[src/rtl/core/ccw_pkg.sv]
// shared constants, types and helpers for the coin change ways counter
package ccw_pkg;

  localparam int MAX_AMOUNT = 4096;
  localparam int DEPTH      = MAX_AMOUNT + 1;
  localparam int AW         = $clog2(DEPTH);
  localparam int TGT_W      = 13;
  localparam int COIN_W     = 16;
  localparam int WAYS_W     = 32;

  localparam logic [AW-1:0] MAX_ADDR = AW'(MAX_AMOUNT);

  typedef struct packed {
    logic          issue;   // update read at addr and addr_b, write back next cycle
    logic          clr;     // clear write at addr
    logic [AW-1:0] addr;
    logic [AW-1:0] addr_b;
  } tbl_ctrl_t;

  // target saturates at MAX_AMOUNT, the last table address
  function automatic logic [AW-1:0] eff_target(input logic [TGT_W-1:0] tgt);
    logic [AW-1:0] res;
    if (32'(tgt) > MAX_AMOUNT) res = MAX_ADDR;
    else                       res = AW'(tgt);
    return res;
  endfunction

endpackage

[src/rtl/core/ccw_seq.sv]
// sequencer: walks the table per coin, reads the result, clears the table
module ccw_seq import ccw_pkg::*; (
  input  logic              clk,
  input  logic              rst_n,
  input  logic [TGT_W-1:0]  target_amount,
  input  logic              in_valid,
  output logic              in_ready,
  input  logic [COIN_W-1:0] in_coin_value,
  input  logic              in_last_coin,
  output logic              out_valid,
  input  logic              out_ready,
  output logic [WAYS_W-1:0] out_ways,
  output tbl_ctrl_t         ctrl,
  input  logic [WAYS_W-1:0] rd_data
);

  typedef enum logic [5:0] {
    S_CLEAR  = 6'b000001,
    S_IDLE   = 6'b000010,
    S_RUN    = 6'b000100,
    S_DRAIN  = 6'b001000,
    S_READ   = 6'b010000,
    S_RESULT = 6'b100000
  } state_t;

  state_t            state_r, state_nxt;
  logic [AW-1:0]     a_r, a_nxt;
  logic [AW-1:0]     t_r, t_nxt;
  logic [AW-1:0]     coin_r, coin_nxt;
  logic              last_r, last_nxt;
  logic              out_valid_r, out_valid_nxt;
  logic [WAYS_W-1:0] out_ways_r, out_ways_nxt;
  logic [AW-1:0]     t_in;
  logic              coin_ok;

  assign t_in    = eff_target(target_amount);
  assign coin_ok = (in_coin_value != '0) && (32'(in_coin_value) <= 32'(t_in));

  always_comb begin
    state_nxt     = state_r;
    a_nxt         = a_r;
    t_nxt         = t_r;
    coin_nxt      = coin_r;
    last_nxt      = last_r;
    out_ways_nxt  = out_ways_r;
    out_valid_nxt = out_valid_r;
    in_ready      = 1'b0;
    ctrl.issue    = 1'b0;
    ctrl.clr      = 1'b0;
    ctrl.addr     = a_r;
    ctrl.addr_b   = a_r - coin_r;
    if (out_valid_r && out_ready) begin
      out_valid_nxt = 1'b0;
    end
    case (state_r)
      S_CLEAR: begin
        ctrl.clr = 1'b1;
        if (a_r == MAX_ADDR) begin
          state_nxt = S_IDLE;
        end else begin
          a_nxt = a_r + AW'(1);
        end
      end
      S_IDLE: begin
        in_ready = 1'b1;
        if (in_valid) begin
          t_nxt    = t_in;
          last_nxt = in_last_coin;
          if (coin_ok) begin
            coin_nxt  = AW'(in_coin_value);
            a_nxt     = AW'(in_coin_value);
            state_nxt = S_RUN;
          end else if (in_last_coin) begin
            state_nxt = S_READ;
          end
        end
      end
      S_RUN: begin
        ctrl.issue = 1'b1;
        if (a_r == t_r) begin
          state_nxt = S_DRAIN;
        end else begin
          a_nxt = a_r + AW'(1);
        end
      end
      S_DRAIN: begin
        // final write-back lands in this cycle
        state_nxt = last_r ? S_READ : S_IDLE;
      end
      S_READ: begin
        ctrl.addr = t_r;
        state_nxt = S_RESULT;
      end
      S_RESULT: begin
        ctrl.addr = t_r;
        if (!out_valid_r || out_ready) begin
          out_ways_nxt  = rd_data;
          out_valid_nxt = 1'b1;
          a_nxt         = '0;
          state_nxt     = S_CLEAR;
        end
      end
      default: begin
        a_nxt     = '0;
        state_nxt = S_CLEAR;
      end
    endcase
  end

  always_ff @(posedge clk) begin
    if (!rst_n) begin
      state_r     <= S_CLEAR;
      a_r         <= '0;
      out_valid_r <= 1'b0;
    end else begin
      state_r     <= state_nxt;
      a_r         <= a_nxt;
      out_valid_r <= out_valid_nxt;
    end
  end

  always_ff @(posedge clk) begin
    t_r        <= t_nxt;
    coin_r     <= coin_nxt;
    last_r     <= last_nxt;
    out_ways_r <= out_ways_nxt;
  end

  assign out_valid = out_valid_r;
  assign out_ways  = out_ways_r;

  a_no_clear_during_update: assert property (@(posedge clk) disable iff (!rst_n)
    !(ctrl.issue && ctrl.clr))
    else $error("clear write collides with table update");

  a_walk_in_range: assert property (@(posedge clk) disable iff (!rst_n)
    (state_r == S_RUN) |-> (a_r <= t_r && a_r >= coin_r && coin_r != '0))
    else $error("table walk outside coin..target");

  a_result_from_read: assert property (@(posedge clk) disable iff (!rst_n)
    $rose(out_valid_r) |-> $past(state_r == S_RESULT))
    else $error("result raised outside result state");

  a_clear_after_result: assert property (@(posedge clk) disable iff (!rst_n)
    (state_r == S_RESULT && (!out_valid_r || out_ready)) |=>
      (state_r == S_CLEAR && a_r == '0))
    else $error("table not cleared after result");

endmodule

[config.mk]
export PLATFORM = sky130hd
export DESIGN_NAME = ccw_seq
export DESIGN_NICKNAME = d
export VERILOG_FILES = /design/src/rtl/core/ccw_pkg.sv /design/src/rtl/core/ccw_seq.sv
export SDC_FILE = /design/constraint.sdc
export NUM_CORES = 1
export LEC_CHECK = 0
export BUFFER_PORTS_ARGS = -buffer_cell sky130_fd_sc_hd__buf_2
export CAP_MARGIN = 0
export CORE_ASPECT_RATIO = 0.6
export CORE_MARGIN = 2
export CORE_UTILIZATION = 42
export CTS_BUF_LIST = sky130_fd_sc_hd__clkbuf_4
export DETAILED_ROUTE_END_ITERATION = 8
export PLACE_DENSITY_LB_ADDON = 0.08
export REMOVE_ABC_BUFFERS = 1
export SLEW_MARGIN = 20
export SYNTH_ARGS = -nofsm -noshare
export SYNTH_HDL_FRONTEND = slang
export SYNTH_SLANG_ARGS = --single-unit
[constraint.sdc]
create_clock -name clk -period 4.4 [get_ports clk]
set_clock_uncertainty 0.05 [all_clocks]
set_input_delay 0.66 -clock clk [delete_from_list [all_inputs] [get_ports clk]]
set_output_delay 0.66 -clock clk [all_outputs]
set_load 0.03 [all_outputs]
==> results of run 1 <==
==> placed cells by master (no fill, tap or decap), types with 3 or more instances in the layout <==
cell	netlist	routed
a211oi_1	4	4
a21oi_1	21	21
buf_2	3	127
buf_4	1	5
clkbuf_4	0	9
dfxtp_1	20	20
edfxtp_1	59	59
ha_1	27	27
inv_1	36	36
mux2_2	14	14
nand2_1	32	32
nand2b_1	7	7
nand3_1	7	7
nand3b_1	3	3
nand4_1	7	7
nor2_1	27	27
nor2b_1	6	5
nor3_1	14	14
nor4_1	6	6
o211ai_1	5	5
o21a_1	7	7
o21ai_0	15	15
o21ai_2	3	3
o22ai_1	3	3
xnor2_1	24	24
xor2_1	4	4
==> routing by layer <==
layer	global-route usage, %	routed length (um)
met1	33.0	5880
met3	6.50	1100
met5	0	0
met2	28.3	4650
met4	4.83	104
==> stage by stage <==
| stage | util [%] | std cells | hold WS [ns] | total power [uW] | cell area, um^2 |
|---|---|---|---|---|---|
| floorplan | - | 399 | 0.480 | 1260 | 4350 |
| global placement | 50.0 | 670 | 0.533 | 1440 | 5210 |
| detailed placement | 50.0 | 670 | 0.539 | 1450 | 5210 |
| CTS | 51.3 | 686 | 0.310 | 1890 | 5350 |
| global route | 51.3 | 686 | 0.303 | 1980 | 5350 |
| finish | 51.3 | 686 | 0.335 | 1880 | 5350 |
==> how the worst max path moves through the flow <==
stage | cells after the start | start | end
detailed placement | 12 | target_amount[12] | a_r[5]
floorplan | 5 | state_r[3] | coin_r[0]
global placement | 12 | target_amount[12] | a_r[4]
global route | 11 | a_r[0] | ctrl[12]
finish | 9 | a_r[2] | ctrl[12]
CTS | 11 | a_r[0] | ctrl[12]
==> flip-flops by register name, summed over array words and instances (netlist names) <==
register / flops
last_r: 1
a_r: 13
out_valid: 1
out_ways: 32
coin_r: 13
state_r: 6
t_r: 13
==> cell type report <==
class	instances	area [um^2]	share of cell area, %
Inverter	37	139	2.60
Tap cell	139	174	3.25
Clock inverter	7	72.6	1.36
Timing Repair Buffer	132	673	12.6
Sequential cell	79	2170	40.6
Clock buffer	9	67.6	1.26
Multi-Input combinational cell	283	2050	38.3
==> worst max-delay path, stage by stage (launching register included) <==
cell and delay (ns):
dfxtp_1 0.55, ha_1 0.34, nor2b_1 0.16, o31a_1 0.28, o31a_1 0.29, o211ai_1 0.21, a21oi_1 0.13, o41ai_1 0.42
xnor2_1 0.19, buf_2 0.23
==> power by group through the flow <==
| stage | Clock (uW) | Combinational [uW] | Sequential (uW) |
|---|---|---|---|
| 5_1_grt | 480 | 623 | 875 |
| 3_3_place_gp | 0 | 553 | 885 |
| 3_5_place_dp | 0 | 564 | 886 |
| 2_1_floorplan | 0 | 391 | 871 |
| 4_1_cts | 452 | 565 | 869 |
| 6_report | 441 | 570 | 870 |
==> logic make-up (layout without fill, tap and decap cells) <==
family                     count (synthesis)  count (layout)  synth area share (%)
and+or+nand+nor                          127             127                  15.2
AOI/OAI and AO/OA                         85              85                  13.4
DFF                                       79              79                  48.9
buffers and inverters                     57             185                  5.15
adders and majority gates                 28              28                  8.06
xor gates and xnor gates                  28              28                  5.52
muxes                                     15              15                  3.77
==> impl_metrics.json, run 1 <==
{
  "status": "complete, no violations",
  "min_path_cells": 1,
  "yosys.cell_count.top_type": "edfxtp_1",
  "clock_latency_ns": 0.44,
  "layout.nets": 636,
  "synth_area_leaders": "edfxtp_1 (40%), dfxtp_1 (9.0%), ha_1 (7.6%)",
  "switchingPower_uw": 672,
  "grt_pass1_wl_mm": 18.0,
  "fin_crit_sh_pct": 89.7,
  "grt_start_max_net_pins": 33,
  "grt_antenna_before_repair": 0,
  "hold_class": "in2reg",
  "ctsHoldBuffers": 0,
  "worstHoldStart": "rd_data[0]",
  "synth_async_sr_flop_share_pct": 0,
  "die-area_mm2": 0.0114,
  "antenna-diode-count": 0,
  "fp.dieH_um": 83.7,
  "hold_end": "out_ways[0]",
  "power.density_mw_per_mm2": 352,
  "ys_ff_latch": 79,
  "internal-power_uw": 1210,
  "crit_type": "reg2out",
  "via_per_inst": 5.23,
  "tns_ns": 0,
  "crit_path_max_fanout": 7,
  "cts-root-buf": "clkbuf_4",
  "fmax_ghz": 0.253,
  "synth_top_area_share_pct": 39.9,
  "yosysWarnings": 0,
  "yosysSeqAreaShare_pct": 48.9,
  "end_kind": "output pin",
  "rr_worst_depth": 8,
  "hpwl_mm": 9.30,
  "post-place-ws_ns": 0.714,
  "firstDrtPassIters": 5,
  "overflow": 0,
  "drive_above_1_share_pct": 32.7,
  "initial_core_util_pct": 42.7,
  "clk_pin_slew_ns": 0.13,
  "gp_congestion": 0.919,
  "yosys-top-cells-count": "edfxtp_1 (59), inv_1 (36), nand2_1 (32)",
  "tightestPinTransition_ns": 0.860,
  "rsz0062_at_grt": "no",
  "die_w_um": 137,
  "swShare_pct": 35.7,
  "dr_total_vias": 3589,
  "fillers": 952,
  "cap_violations": 0,
  "area.growth.synth_to_final_pct": 20.4,
  "worstPathArrival_ns": 3.24,
  "synth_edf_count": 59,
  "drc_errors": 0,
  "seqPwrFrac_pct": 46.3,
  "leakagePower_uw": 0.00225,
  "grt_pass1_vias": 3294,
  "syn-instance-count": 419,
  "cts_resized": 0,
  "tritoncts": "built",
  "min_period_ns": 3.95,
  "finalHoldViolations": 0,
  "cts_made_buffers": 9,
  "track_usage_pct": 21.2,
  "syn_area_mm2": 0.00444,
  "clock-sinks": 79,
  "io_buffers": 127,
  "rr_endpoint": "a_r[5]",
  "wl_per_cell_um": 17.1,
  "rr_startpoint": "state_r[4]",
  "ir_worst_vdd_mv": 0.168,
  "worst_slack_ns": 0.451,
  "clkPwrFrac_pct": 23.5,
  "first_iter_violations": 345,
  "relSlewSlack_pct": 42.4,
  "comb_power_share_pct": 30.3,
  "critPathLaunchType": "flop",
  "htreeDepth": 3,
  "syn_area_per_cell_um2": 10.6,
  "cts_setup_buffers": 0,
  "antenna_left": 0,
  "synthFlopType": "edfxtp_1",
  "ios": 128,
  "r2r_slack_ns": 1.43,
  "synthDistinctLibCells": 58,
  "required_ns": 3.69,
  "slew_viol_final": 0,
  "core-area_mm2": 0.0104,
  "synth_largest_area_cell": "edfxtp_1",
  "floorplan.rows": 29,
  "clock_path_buffers": 2,
  "wirelength_mm": 11.7,
  "setup_viol": 0
}
(Power assumes the default switching activity.)
==> run 2: changes to the inputs <==
CORE_ASPECT_RATIO = default   (was 0.6)
TNS_END_PERCENT = 1   (was default)
clock period = 4 ns   (was 4.4 ns; I/O delays follow)
==> impl_metrics.json, run 2 (synthesized netlist as in run 1, its figures left out) <==
{
  "first_iter_violations": 224,
  "relSlewSlack_pct": 52.4,
  "tns_ns": 0,
  "via_per_inst": 5.18,
  "clock-sinks": 79,
  "critPathLaunchType": "flop",
  "wirelength_mm": 10.8,
  "firstDrtPassIters": 4,
  "htreeDepth": 3,
  "dr_total_vias": 3543,
  "setup_viol": 0,
  "wl_per_cell_um": 15.8,
  "slew_viol_final": 0,
  "fin_util_pct": 52.1,
  "fp.dieH_um": 107,
  "tritoncts": "built",
  "die_w_um": 107,
  "min_period_ns": 3.72,
  "fin_crit_sh_pct": 92.9,
  "hold_class": "in2reg",
  "drive_above_1_share_pct": 32.7,
  "clk_pin_slew_ns": 0.14,
  "initial_core_util_pct": 43.2,
  "drc_errors": 0,
  "ios": 128,
  "ir_worst_vdd_mv": 0.237,
  "leakagePower_uw": 0.00226,
  "clock_latency_ns": 0.44,
  "required_ns": 3.35,
  "area.growth.synth_to_final_pct": 20.5,
  "io_buffers": 127,
  "power.density_mw_per_mm2": 385,
  "grt_pass1_wl_mm": 16.9,
  "ctsHoldBuffers": 0,
  "crit_type": "reg2out",
  "layout.nets": 636,
  "crit_path_max_fanout": 5,
  "cap_violations": 0,
  "worstPathArrival_ns": 3.07,
  "rsz0062_at_grt": "no",
  "antenna_left": 0,
  "largest_reg_flops": 32,
  "tightestPinTransition_ns": 0.710,
  "die-area_mm2": 0.0114,
  "grt_pass1_vias": 3368,
  "cts_resized": 0,
  "gp_congestion": 0.836,
  "status": "complete, no violations",
  "grt_start_max_net_pins": 33,
  "fmax_ghz": 0.269,
  "floorplan.rows": 37,
  "track_usage_pct": 19.2,
  "worst_slack_ns": 0.283,
  "cts-root-buf": "clkbuf_4",
  "hpwl_mm": 8.43,
  "cts_setup_buffers": 0,
  "clock_path_buffers": 2,
  "layout_commonest_cell": "buf_2",
  "finalPower_uw": 2060,
  "cts_made_buffers": 9,
  "finalHoldViolations": 0,
  "post-place-ws_ns": 0.679,
  "core-area_mm2": 0.0103,
  "end_kind": "output pin",
  "final_cell_mix": "buf_2 (127), edfxtp_1 (59), inv_1 (36)",
  "overflow": 0,
  "grt_antenna_before_repair": 0
}
[run 2: cell types whose count changed in the layout (fill, tap and decap cells not counted)]
cell        delta
clkinv_2       -1
clkinv_4       +1
clkbuf_4       +1
diode_2        +1
inv_6          +1
clkinvlp_4     -2
[run 2: worst paths after layout]
kind	end	slack, ns	depth (start not counted)	from
worst min register to register	state_r[1]	0.57	2	state_r[1]
worst max register to register	coin_r[0]	1.20	7	state_r[4]
worst min-delay path	out_ways[9]	0.27	1	rd_data[9]
worst max-delay path	ctrl[12]	0.28	11	a_r[0]
[run 2: power breakdown]
part	internal, uW	total [uW]	switching (uW)
Clock	203	498	295
Sequential	905	957	52.0
Combinational	233	604	371
Total	1340	2060	718
[run 2: metrics by stage]
step / hold slack [ns] / instance area, um^2 / std cells
finish: 0.268 / 5350 / 684
global route: 0.226 / 5350 / 683
CTS: 0.235 / 5350 / 683
detailed placement: 0.552 / 5200 / 667
global placement: 0.544 / 5200 / 667
floorplan: 0.480 / 4350 / 399
[run 2: critical path, stage by stage, from the launching register on]
cell and delay, ns:
dfxtp_1 0.37, inv_1 0.16, ha_1 0.21, fa_1 0.22
nor2b_1 0.07, o31a_1 0.27, o31a_1 0.28, o211ai_1 0.18
a21oi_1 0.11, o41ai_1 0.35, xnor2_1 0.19, buf_2 0.23
[run 2: layout make-up]
type,instances,area (um^2)
fill,995,4930
sequential,79,2170
multi-input combinational,283,2050
timing repair buffer,132,673
tap,136,170
inverter,37,139
clock buffer,10,75.1
clock inverter,6,70.1
antenna,1,2.50
[run 2: per-layer routing]
metal	global-route usage, %	up-vias	share of wire [%]
li1	-	1774	-
met1	25.4	1642	45
met2	31.3	120	47
met3	4.74	7	7.2
met4	5.38	0	0.93
met5	0	-	0
==> run 3: changes to the inputs <==
CORE_UTILIZATION = 45   (was 42)
==> impl_metrics.json, run 3 (synthesized netlist as in run 1, its figures left out) <==
{
  "clock_path_buffers": 2,
  "ios": 128,
  "firstDrtPassIters": 7,
  "tightestPinTransition_ns": 0.700,
  "power.density_mw_per_mm2": 394,
  "grt_antenna_before_repair": 1,
  "crit_start": "a_r[0]",
  "slew_viol_final": 0,
  "required_ns": 3.35,
  "via_per_inst": 5.22,
  "end_kind": "output pin",
  "largest_reg_flops": 32,
  "comb_power_share_pct": 28.5,
  "holdWs_ns": 0.291,
  "switchingPower_uw": 719,
  "floorplan.rows": 36,
  "internal-power_uw": 1400,
  "cap_violations": 0,
  "grt_start_max_net_pins": 33,
  "seqPwrFrac_pct": 45.1,
  "design_area_mm2": 0.00539,
  "worstHoldStart": "rd_data[12]",
  "leakagePower_uw": 0.00228,
  "core-area_mm2": 0.00968,
  "hold_class": "in2reg",
  "clock-sinks": 79,
  "cts-root-buf": "clkbuf_4",
  "cts_made_buffers": 9,
  "clock_latency_ns": 0.43,
  "gp_congestion": 0.917,
  "antenna_left": 0,
  "cts_setup_buffers": 0,
  "track_usage_pct": 19.4,
  "dr_total_vias": 3564,
  "critPathLaunchType": "flop",
  "fin_crit_sh_pct": 92.0,
  "grt_pass1_wl_mm": 15.8,
  "die-area_mm2": 0.0107,
  "worst_slack_ns": 0.321,
  "layout.nets": 638,
  "final_cell_mix": "buf_2 (127), edfxtp_1 (59), inv_1 (36)",
  "tritoncts": "built",
  "swShare_pct": 33.9,
  "ir_worst_vdd_mv": 0.171,
  "overflow": 0,
  "placed_area_mm2": 0.00521,
  "tns_ns": 0,
  "wirelength_mm": 10.2,
  "layout_commonest_cell": "buf_2",
  "initial_core_util_pct": 45.9,
  "seqCellArea_mm2": 0.00217,
  "finalHoldViolations": 0,
  "rr_startpoint": "state_r[4]",
  "die_w_um": 103,
  "htreeDepth": 3,
  "multiInputGateArea_mm2": 0.00205,
  "cts_resized": 0,
  "drive_above_1_share_pct": 33.0,
  "rsz0062_at_grt": "no",
  "min_period_ns": 3.68,
  "io_buffers": 127,
  "setup_viol": 0,
  "drc_errors": 0,
  "relSlewSlack_pct": 53.1,
  "dp.cells": 666,
  "crit_type": "reg2out",
  "ctsHoldBuffers": 0,
  "fillers": 881,
  "clkPwrFrac_pct": 26.4,
  "worstPathArrival_ns": 3.03,
  "crit_path_max_fanout": 5,
  "grt_pass1_vias": 3202,
  "finalNonFillerCells": 683,
  "fp.dieH_um": 103,
  "clk_pin_slew_ns": 0.14,
  "hpwl_mm": 7.98,
  "post-place-ws_ns": 0.518,
  "first_iter_violations": 300,
  "area.growth.synth_to_final_pct": 21.3,
  "wl_per_cell_um": 14.9,
  "status": "complete, no violations",
  "fmax_ghz": 0.272
}
## run 3: path summary, 6_finish.rpt
check                                     to  slack [ns]  cells past startpoint
worst max register to register        a_r[4]        1.38                      8
worst max-delay path                ctrl[12]        0.32                     11
worst min-delay path            out_ways[12]        0.29                      1
worst min register to register    state_r[1]        0.57                      3
## run 3: final cells by class
type | count | share of cell area [%]
clock buffers | 9 | 1.25
flip-flops and latches | 79 | 40.3
repair buffers | 134 | 12.8
inverters | 37 | 2.58
well taps | 133 | 3.09
diodes | 1 | 0.0465
multi-input cells | 283 | 38.0
clock inverters | 7 | 1.90
## run 3: routing by layer
metal  up-vias  wire, um  track usage [%]  share of wire (%)
met3        15       739             2.96                7.3
met4         0       130             6.58                1.3
met2       149      4760             31.5                 47
met1      1625      4550             26.6                 45
li1       1775         -                -                  -
met5         -         0                0                  0
## run 3: worst max-delay path, stage by stage (launching register included)
cell and delay, ns:
dfxtp_1 0.37, inv_1 0.19, ha_1 0.22, fa_1 0.23, nor2b_1 0.07, o31a_1 0.27, o31a_1 0.28, o211ai_1 0.18
a21oi_1 0.11, o41ai_1 0.31, xnor2_1 0.17, buf_2 0.22
## run 3: power groups by stage
stage                     Sequential (uW)  Clock [uW]  Combinational [uW]
after CTS                             956         576                 608
final                                 957         560                 604
after floorplan                       958           0                 430
after global placement                973           0                 597
after global routing                  963         606                 663
after detailed placement              974           0                 605
## run 3: metrics by stage
step	total power (uW)	utilization, %
2_1_floorplan	1390	-
3_5_place_dp	1580	53.8
3_3_place_gp	1570	53.8
4_1_cts	2140	55.6
6_report	2120	55.6
5_1_grt	2230	55.6
